[src/hw/rtl/phps_pkg.sv]
// Package for the polygon half-plane splitter.
// Holds widths, register indexes, step codes and the controller/datapath structs.
// No dependencies.
package phps_pkg;

  localparam int CW   = 32;
  localparam int FB   = 16;
  localparam int SW   = 2 * CW + 2;
  localparam int DW   = SW + 1;
  localparam int MW   = CW + 1;
  localparam int QW   = CW + 1;
  localparam int PW   = MW + SW;
  localparam int RW   = DW + 1;
  localparam int VW   = CW + 3;
  localparam int CNTW = $clog2(((MW > QW) ? MW : QW) + 1);
  localparam int IXW  = 3;

  localparam logic [IXW-1:0] REG_LINE_LEVEL   = 3'd0;
  localparam logic [IXW-1:0] REG_LEVEL_OFFSET = 3'd1;
  localparam logic [IXW-1:0] REG_COEF_Y_TERM  = 3'd2;
  localparam logic [IXW-1:0] REG_COEF_Z_TERM  = 3'd3;
  localparam logic [IXW-1:0] REG_PLUS_ENABLE  = 3'd4;
  localparam logic [IXW-1:0] REG_MINUS_ENABLE = 3'd5;

  localparam logic [2:0] STEP_V_FIRST   = 3'd0;
  localparam logic [2:0] STEP_X_FIRST   = 3'd1;
  localparam logic [2:0] STEP_V_PREV    = 3'd2;
  localparam logic [2:0] STEP_X_PREV    = 3'd3;
  localparam logic [2:0] STEP_V_CUR     = 3'd4;
  localparam logic [2:0] STEP_X_CLOSE   = 3'd5;

  localparam logic [1:0] SEEN_NONE  = 2'd0;
  localparam logic [1:0] SEEN_ONE   = 2'd1;
  localparam logic [1:0] SEEN_TWO   = 2'd2;
  localparam logic [1:0] SEEN_MANY  = 2'd3;

  typedef logic signed [CW-1:0] coord_t;
  typedef logic signed [SW-1:0] side_t;

  typedef struct packed {
    logic       cap;
    logic       mul1;
    logic       mul2;
    logic       sum;
    logic       xset;
    logic       xmul;
    logic       xdinit;
    logic       xdiv;
    logic       xfin;
    logic       axis;
    logic       load;
    logic       move;
    logic       last;
    logic       commit;
    logic [2:0] sel;
  } cmd_t;

  typedef struct packed {
    logic       emit_ok;
    logic       move_ok;
    logic       pend_v;
    logic       fin;
    logic       cnt_last;
    logic [1:0] seen;
  } sts_t;

endpackage

[src/hw/rtl/phps_ctrl.sv]
// Controller state machine of the polygon half-plane splitter.
// Depends on phps_pkg for the command and status structs.
module phps_ctrl (
  input  logic           clk,
  input  logic           rst_n,
  input  logic           in_valid,
  output logic           in_ready,
  input  phps_pkg::sts_t sts,
  output phps_pkg::cmd_t cmd
);
  import phps_pkg::*;

  localparam logic [3:0] ST_IDLE   = 4'd0;
  localparam logic [3:0] ST_SIDE1  = 4'd1;
  localparam logic [3:0] ST_SIDE2  = 4'd2;
  localparam logic [3:0] ST_SIDE3  = 4'd3;
  localparam logic [3:0] ST_DISP   = 4'd4;
  localparam logic [3:0] ST_XSET   = 4'd5;
  localparam logic [3:0] ST_XMUL   = 4'd6;
  localparam logic [3:0] ST_XDINIT = 4'd7;
  localparam logic [3:0] ST_XDIV   = 4'd8;
  localparam logic [3:0] ST_XFIN   = 4'd9;
  localparam logic [3:0] ST_PUSH   = 4'd10;
  localparam logic [3:0] ST_FLUSH  = 4'd11;
  localparam logic [3:0] ST_COMMIT = 4'd12;

  logic [3:0] state_r, state_nxt;
  logic [2:0] step_r, step_nxt;
  logic       axis_r, axis_nxt;
  logic [2:0] end_step;

  assign end_step = sts.fin ? STEP_X_CLOSE : STEP_V_CUR;
  assign in_ready = (state_r == ST_IDLE);

  always_comb begin
    state_nxt = state_r;
    step_nxt  = step_r;
    axis_nxt  = axis_r;
    cmd       = '0;
    cmd.sel   = step_r;
    cmd.axis  = axis_r;
    case (state_r)
      ST_IDLE: begin
        if (in_valid) begin
          cmd.cap   = 1'b1;
          state_nxt = ST_SIDE1;
        end
      end
      ST_SIDE1: begin
        cmd.mul1  = 1'b1;
        state_nxt = ST_SIDE2;
      end
      ST_SIDE2: begin
        cmd.mul2  = 1'b1;
        state_nxt = ST_SIDE3;
      end
      ST_SIDE3: begin
        cmd.sum = 1'b1;
        if (sts.seen == SEEN_TWO) begin
          step_nxt  = STEP_V_FIRST;
          state_nxt = ST_DISP;
        end else if (sts.seen == SEEN_MANY) begin
          step_nxt  = STEP_X_PREV;
          state_nxt = ST_DISP;
        end else begin
          state_nxt = ST_COMMIT;
        end
      end
      ST_DISP: begin
        if (step_r > end_step) begin
          state_nxt = ST_FLUSH;
        end else if (!sts.emit_ok) begin
          step_nxt = step_r + 3'd1;
        end else if (step_r[0]) begin
          axis_nxt  = 1'b0;
          state_nxt = ST_XSET;
        end else begin
          state_nxt = ST_PUSH;
        end
      end
      ST_XSET: begin
        cmd.xset  = 1'b1;
        state_nxt = ST_XMUL;
      end
      ST_XMUL: begin
        cmd.xmul = 1'b1;
        if (sts.cnt_last) begin
          state_nxt = ST_XDINIT;
        end
      end
      ST_XDINIT: begin
        cmd.xdinit = 1'b1;
        state_nxt  = ST_XDIV;
      end
      ST_XDIV: begin
        cmd.xdiv = 1'b1;
        if (sts.cnt_last) begin
          state_nxt = ST_XFIN;
        end
      end
      ST_XFIN: begin
        cmd.xfin = 1'b1;
        if (!axis_r) begin
          axis_nxt  = 1'b1;
          state_nxt = ST_XSET;
        end else begin
          state_nxt = ST_PUSH;
        end
      end
      ST_PUSH: begin
        if (!sts.pend_v || sts.move_ok) begin
          cmd.move  = sts.pend_v;
          cmd.load  = 1'b1;
          step_nxt  = step_r + 3'd1;
          state_nxt = ST_DISP;
        end
      end
      ST_FLUSH: begin
        if (!sts.pend_v) begin
          state_nxt = ST_COMMIT;
        end else if (sts.move_ok) begin
          cmd.move  = 1'b1;
          cmd.last  = 1'b1;
          state_nxt = ST_COMMIT;
        end
      end
      ST_COMMIT: begin
        cmd.commit = 1'b1;
        state_nxt  = ST_IDLE;
      end
      default: begin
        state_nxt = ST_IDLE;
      end
    endcase
  end

  always_ff @(posedge clk) begin
    if (!rst_n) begin
      state_r <= ST_IDLE;
      step_r  <= STEP_V_FIRST;
      axis_r  <= 1'b0;
    end else begin
      state_r <= state_nxt;
      step_r  <= step_nxt;
      axis_r  <= axis_nxt;
    end
  end

  a_load_only_from_disp: assert property (@(posedge clk) disable iff (!rst_n)
    cmd.load |-> $past(state_r) == ST_DISP || $past(state_r) == ST_XFIN
                 || $past(state_r) == ST_PUSH)
    else $error("pending result loaded out of sequence");
  a_xfin_after_div: assert property (@(posedge clk) disable iff (!rst_n)
    state_r == ST_XFIN |-> $past(state_r) == ST_XDIV)
    else $error("crossing finished without division");
  a_commit_idle: assert property (@(posedge clk) disable iff (!rst_n)
    cmd.commit |-> !sts.pend_v)
    else $error("commit with a result still pending");

endmodule

[config.mk]
export PLATFORM = sky130hd
export DESIGN_NAME = phps_ctrl
export DESIGN_NICKNAME = d
export VERILOG_FILES = /design/src/hw/rtl/phps_pkg.sv /design/src/hw/rtl/phps_ctrl.sv
export SDC_FILE = /design/constraint.sdc
export NUM_CORES = 1
export LEC_CHECK = 0
export BUFFER_PORTS_ARGS = -buffer_cell sky130_fd_sc_hd__buf_2
export CORE_MARGIN = 5
export CORE_UTILIZATION = 44
export DETAILED_ROUTE_END_ITERATION = 10
export PLACE_DENSITY = 0.83
export SYNTH_ARGS = -nofsm -noshare
export SYNTH_HDL_FRONTEND = slang
export SYNTH_SLANG_ARGS = --single-unit
[constraint.sdc]
create_clock -name clk -period 1.71 [get_ports clk]
set_input_delay 0.171 -clock clk [delete_from_list [all_inputs] [get_ports clk]]
set_output_delay 0.171 -clock clk [all_outputs]
set_load 0.02 [all_outputs]
==> results of run 1 <==
-- power breakdown --
part | leakage [nW] | internal, W | switching, W
Combinational | 0.467 | 0.000743 | 0.000807
Sequential | 0.0679 | 0.000269 | 0.0000751
Clock | 0.0150 | 0.0000904 | 0.0000840
-- routing by layer --
metal	global-route usage	share of wire
met1	0.265	0.41
met2	0.379	0.52
met3	0.0582	0.065
met4	0.0511	0.012
met5	0	0
-- state kept, by name, summed over array words and instances (netlist names) --
name / flops
axis_r: 1
step_r: 3
state_r: 4
-- area by class of cell --
cell class	instances	area, sq um
Multi-Input combinational cell	93	667
Fill cell	147	583
Inverter	7	28.8
Sequential cell	8	171
Tap cell	25	31.3
Clock buffer	4	26.3
Timing Repair Buffer	44	275
-- per-stage QoR --
stage | utilization | hold slack [ns] | instances
after global placement | 0.617 | 0.382 | 175
after detailed placement | 0.617 | 0.382 | 175
after CTS | 0.653 | 0.114 | 179
final | 0.673 | 0.123 | 181
after global routing | 0.673 | 0.143 | 181
after floorplan | - | 0.261 | 119
-- cells by family (layout without fill, tap and decap cells) --
logic type | count (synthesis) | after routing | synth area share
AND/OR/NAND/NOR | 53 | 53 | 0.353
AO/OA/AOI/OAI | 35 | 35 | 0.301
buffers and inverters | 18 | 55 | 0.0944
flip-flops | 8 | 8 | 0.189
adder cells (fa/ha/maj) | 2 | 2 | 0.0295
multiplexers | 2 | 2 | 0.0236
XOR/XNOR | 1 | 1 | 0.0103
-- synth_stat cells (4+ instances only) --
library cell and number:
sky130_fd_sc_hd__dfxtp_1 8, sky130_fd_sc_hd__inv_1 7, sky130_fd_sc_hd__o21ai_0 5, sky130_fd_sc_hd__buf_2 4, sky130_fd_sc_hd__nand2b_1 4, sky130_fd_sc_hd__a21oi_1 5, sky130_fd_sc_hd__nand2_1 14, sky130_fd_sc_hd__nor2_1 10
sky130_fd_sc_hd__nand3_1 5, sky130_fd_sc_hd__clkbuf_1 5
-- repair_timing --
item	in CTS	in global routing
buffers inserted	0	2
hold buffers	0	0
endpoints found under the setup margin	8	13
hold endpoints to repair	0	0
resized for setup	12	7
pin swaps	2	5
-- path summary, 6_finish.rpt --
| check | from | end | slack, ns | cells past startpoint |
|---|---|---|---|---|
| max | state_r[3] | state_r[0] | -0.04 | 4 |
| min | sts[6] | axis_r | 0.12 | 2 |
| max reg2reg | state_r[3] | state_r[0] | -0.04 | 4 |
| min reg2reg | step_r[1] | step_r[1] | 0.53 | 2 |
==> impl_metrics.yaml, run 1 <==
run_status:
  status: "finished with violations"
  failed_checks: "negative setup slack"
route:
  drt_first_iter_violations: 34
  drt_pass1_iterations: 4
  wl_mm: 2.74
  via_count: 1054
  drtAntennaViolNets: 0
  via_per_inst: 5.82
  detail_route.wl_per_cell_microns: 15.1
  post-route-drc-count: 0
clock_network:
  numCtsBuffers: 3
  tritoncts_num_sinks: 8
  clock_insertion_delay_worst_skew_ns: 0.27
  ctsHtreeMaxLevel: 1
  path_clk_slew_ns: 0.07
  cts_tree: "built"
  clockBufferDepth: 2
  root_buffer_cell: "sky130_fd_sc_hd__clkbuf_4"
pwr:
  power.density_mw_per_mm2: 1720
  power_leakage_nw: 0.550
  post-layout-total-power_w: 0.00207
  ir_drop_uv: 961
worst_setup_path:
  data_arrival_critical_path_ns: 1.93
  critical_path_peak_fanout: 4
  path_delay_family: "simple AND/OR/NAND/NOR gates"
  critical-path-slowest-cell: "sky130_fd_sc_hd__or4b_4"
  worst-path-buf-inv: 0
  cell_by_cell_listing_of_the_critical_path: "or4b_4 > or3b_4 > o311a_1 > o31ai_2"
  worst_ep_required_time_ns: 1.89
  critical-path-max-stage-delay_ns: 0.54
  end_kind: "register"
  critical_path.startpoint_type: "register"
  criticalPathCategory: "register to register"
finish:
  layout.cells.most_common: "sky130_fd_sc_hd__buf_2"
  layout-drive-gt1-share: 0.449
  fin_area_sq_mm: 0.00120
  nNetsFinal: 169
  antenna_cells: 0
  synthToLayoutAreaGrowth_pct: 41.4
  final_cell_mix: "sky130_fd_sc_hd__buf_2 (25), sky130_fd_sc_hd__buf_4 (17), sky130_fd_sc_hd__nand2_1 (14)"
sta:
  report.final.slew_viol_count: 0
  grt_setup_unrepaired: "true"
  setup_viol_count_final: 4
  finalWorstPathRequiredPeriod_ns: 1.75
  final.setup.tns_ns: -0.0986
  final.period_utilization: 1.02
  worst_clock_skew_ns: 0.00533
  maxSlewHeadroom: 0.785
  timing_worst_slew_pin_value_ns: 0.321
  finalWorstSetupSlack_ns: -0.0422
  timing.fmax_ghz: 0.571
  hold_viol: 0
placement:
  dpl.hpwl_mm: 2.10
  globalplace.congestion: 0.824
  post_dp_cell_area_sq_mm: 0.00110
  dp_worst_setup_slack_ns: -0.0836
  place.port_buffers: 27
die:
  io-pin-count: 28
  floorplan.initialDensity: 0.476
  die_w_microns: 53.9
  dieHeight_microns: 53.9
  placementRows: 15
  coreArea_sq_mm: 0.00178
  floorplan.die_area_sq_mm: 0.00291
synth:
  netlist.area_leader.share: 0.189
  synth_nets: 131
  synth.yosys.seq_area_share: 0.189
  synthesis.instances: 119
  yosys-top-cells-area: "sky130_fd_sc_hd__dfxtp_1 (19%), sky130_fd_sc_hd__nand2_1 (6.2%), sky130_fd_sc_hd__nor2_1 (4.4%), sky130_fd_sc_hd__inv_1 (3.1%), sky130_fd_sc_hd__or3b_2 (3.1%)"
  synth.distinct_cells: 40
  most_used_flip_flop_cell_after_synthesis: "sky130_fd_sc_hd__dfxtp_1"
  yosysWarnings: 0
  synth_enable_flop_cells: 0
  synth.ff_latch_count: 8
  synth_top_area_cell: "sky130_fd_sc_hd__dfxtp_1"
  synth_async_sr_flop_share: 0
  synth.cell_area_sq_um: 848
  post_synth.cell_area_avg_sq_um: 7.13
global_route:
  grt_pass1_wl_mm: 4.64
  total_grt_usage: 0.218
  antenna_found_initial: 0
  first_global_vias: 1015
  gr-total-overflow: 0
  grt_max_degree: 15
hold_path:
  worstHoldPathType: "primary input to register"
job:
  timing.max_cap.violations: 0
Power figures use the tool's default switching activity.
==> inputs of run 2 (changes only) <==
--- a/config.mk
+++ b/config.mk
@@ -8,8 +8,10 @@
 export BUFFER_PORTS_ARGS = -buffer_cell sky130_fd_sc_hd__buf_2
 export CORE_MARGIN = 5
 export CORE_UTILIZATION = 44
+export CTS_CLUSTER_DIAMETER = 100
 export DETAILED_ROUTE_END_ITERATION = 10
 export PLACE_DENSITY = 0.83
+export REMOVE_ABC_BUFFERS = 1
 export SYNTH_ARGS = -nofsm -noshare
 export SYNTH_HDL_FRONTEND = slang
 export SYNTH_SLANG_ARGS = --single-unit
==> impl_metrics.yaml, run 2 (synthesized netlist as in run 1, its figures left out) <==
sta:
  report.final.slew_viol_count: 0
  final.period_utilization: 1.01
  timing.hold.ws_ns: 0.138
  timing.fmax_ghz: 0.577
  finalWorstPathRequiredPeriod_ns: 1.73
  setup_viol_count_final: 1
  hold_viol: 0
  worst_clock_skew_ns: 0.00442
  grt_setup_unrepaired: "true"
  finalWorstSetupSlack_ns: -0.0224
  maxSlewHeadroom: 0.727
  timing_worst_slew_pin_value_ns: 0.406
finish:
  synthToLayoutAreaGrowth_pct: 42.8
  final_cell_mix: "sky130_fd_sc_hd__buf_2 (25), sky130_fd_sc_hd__buf_4 (17), sky130_fd_sc_hd__nand2_1 (14)"
  largest_register: "state_r"
  nNetsFinal: 169
  postLayoutCoreUtil: 0.679
  biggestRegsByFlops: "state_r x4, step_r x3, axis_r x1"
  layout.cells.most_common: "sky130_fd_sc_hd__buf_2"
  layout-drive-gt1-share: 0.471
  largest_reg_flops: 4
  antenna_cells: 0
worst_setup_path:
  end_kind: "register"
  critical-path-max-stage-delay_ns: 0.58
  critical_path_peak_fanout: 5
  cell_by_cell_listing_of_the_critical_path: "or4b_4 > or3b_4 > o311a_1 > o31ai_2"
  criticalPathCategory: "register to register"
  ff2ff_path_depth: 4
  worst_ep_required_time_ns: 1.89
  register_to_register_setup_slack_ns: -0.02
  critical_path.startpoint_type: "register"
  data_arrival_critical_path_ns: 1.91
  critical-path-slowest-cell: "sky130_fd_sc_hd__or4b_4"
clock_network:
  numCtsBuffers: 3
  cts_tree: "built"
  root_buffer_cell: "sky130_fd_sc_hd__clkbuf_4"
  tritoncts_num_sinks: 8
  ctsHtreeMaxLevel: 1
  cts_setup_buffers: 0
  path_clk_slew_ns: 0.06
  hold_buffers: 0
  clock_insertion_delay_worst_skew_ns: 0.26
  clockBufferDepth: 2
hold_path:
  worstHoldPathType: "primary input to register"
  hold_crit_depth: 2
run_status:
  status: "finished with violations"
  failed_checks: "negative setup slack"
pwr:
  power_frac_clock: 0.071
  power.density_mw_per_mm2: 1740
  power_leakage_nw: 0.552
  combinationalPowerShare: 0.774
  switching_power_as_a_share_of_total_power: 0.468
  pwr-share-seq: 0.155
  ir_drop_uv: 817
  net-switching-power_w: 0.000989
  intPower_w: 0.00112
placement:
  globalplace.congestion: 0.998
  dpl.hpwl_mm: 2.02
  place.port_buffers: 27
route:
  drt_pass1_iterations: 4
  drtAntennaViolNets: 0
  via_per_inst: 5.86
  wl_mm: 2.94
  via_count: 1055
  detail_route.wl_per_cell_microns: 16.3
  post-route-drc-count: 0
  drt_first_iter_violations: 30
global_route:
  first_global_vias: 1052
  antenna_found_initial: 0
  grt_pass1_wl_mm: 4.59
  total_grt_usage: 0.220
  gr-total-overflow: 0
  grt_max_degree: 13
die:
  coreArea_sq_mm: 0.00178
  dieHeight_microns: 53.9
  die_w_microns: 53.9
  floorplan.initialDensity: 0.476
  io-pin-count: 28
  placementRows: 15
  floorplan.die_area_sq_mm: 0.00291
job:
  timing.max_cap.violations: 0
-- run 2: per-layer routing --
| layer | up-vias | global-route usage | share of wire |
|---|---|---|---|
| met2 | 49 | 0.357 | 0.48 |
| li1 | 506 | - | - |
| met4 | 0 | 0.187 | 0.052 |
| met1 | 485 | 0.245 | 0.40 |
| met5 | - | 0 | 0 |
| met3 | 15 | 0.0388 | 0.068 |
-- run 2: layout make-up --
| class | instances | area (sq um) |
|---|---|---|
| Tap cell | 25 | 31.3 |
| Multi-Input combinational cell | 93 | 689 |
| Timing Repair Buffer | 44 | 275 |
| Sequential cell | 8 | 166 |
| Clock buffer | 3 | 22.5 |
| Inverter | 7 | 26.3 |
| Fill cell | 159 | 572 |
-- run 2: worst paths after layout --
kind,startpoint,endpoint
max,state_r[0],state_r[0]
min,sts[6],axis_r
max reg2reg,state_r[0],state_r[0]
min reg2reg,step_r[0],step_r[0]
-- run 2: power groups by stage --
stage / clock network, W / logic [W] / registers [W]
floorplan: 0 / 0.000731 / 0.000421
global placement: 0 / 0.00133 / 0.000304
detailed placement: 0 / 0.00137 / 0.000308
CTS: 0.000158 / 0.00148 / 0.000312
global route: 0.000162 / 0.00177 / 0.000336
finish: 0.000150 / 0.00163 / 0.000328
-- run 2: critical path: cells and delay by family (launching register included) --
kind | cells | cell delay, ns
simple gates | 2 | 1.00
compound gates | 2 | 0.31
flops | 1 | 0.34
-- run 2: timing repair --
item / 4_1_cts / 5_1_grt
gates cloned: 0 / 0
setup endpoints to repair: 9 / 11
pin swaps: 4 / 1
resized for setup: 13 / 12
-- run 2: per-stage QoR --
step | TNS (ns) | worst slack (ns) | total power [W] | std cells | cell area, sq um
after floorplan | -1.43 | -0.365 | 0.00115 | 108 | 795
after global placement | -0.182 | -0.0638 | 0.00164 | 177 | 1090
after detailed placement | -0.490 | -0.112 | 0.00168 | 177 | 1090
after CTS | -0.0195 | -0.0103 | 0.00195 | 180 | 1170
after global routing | -0.329 | -0.0633 | 0.00227 | 180 | 1210
final | -0.0224 | -0.0224 | 0.00211 | 180 | 1210
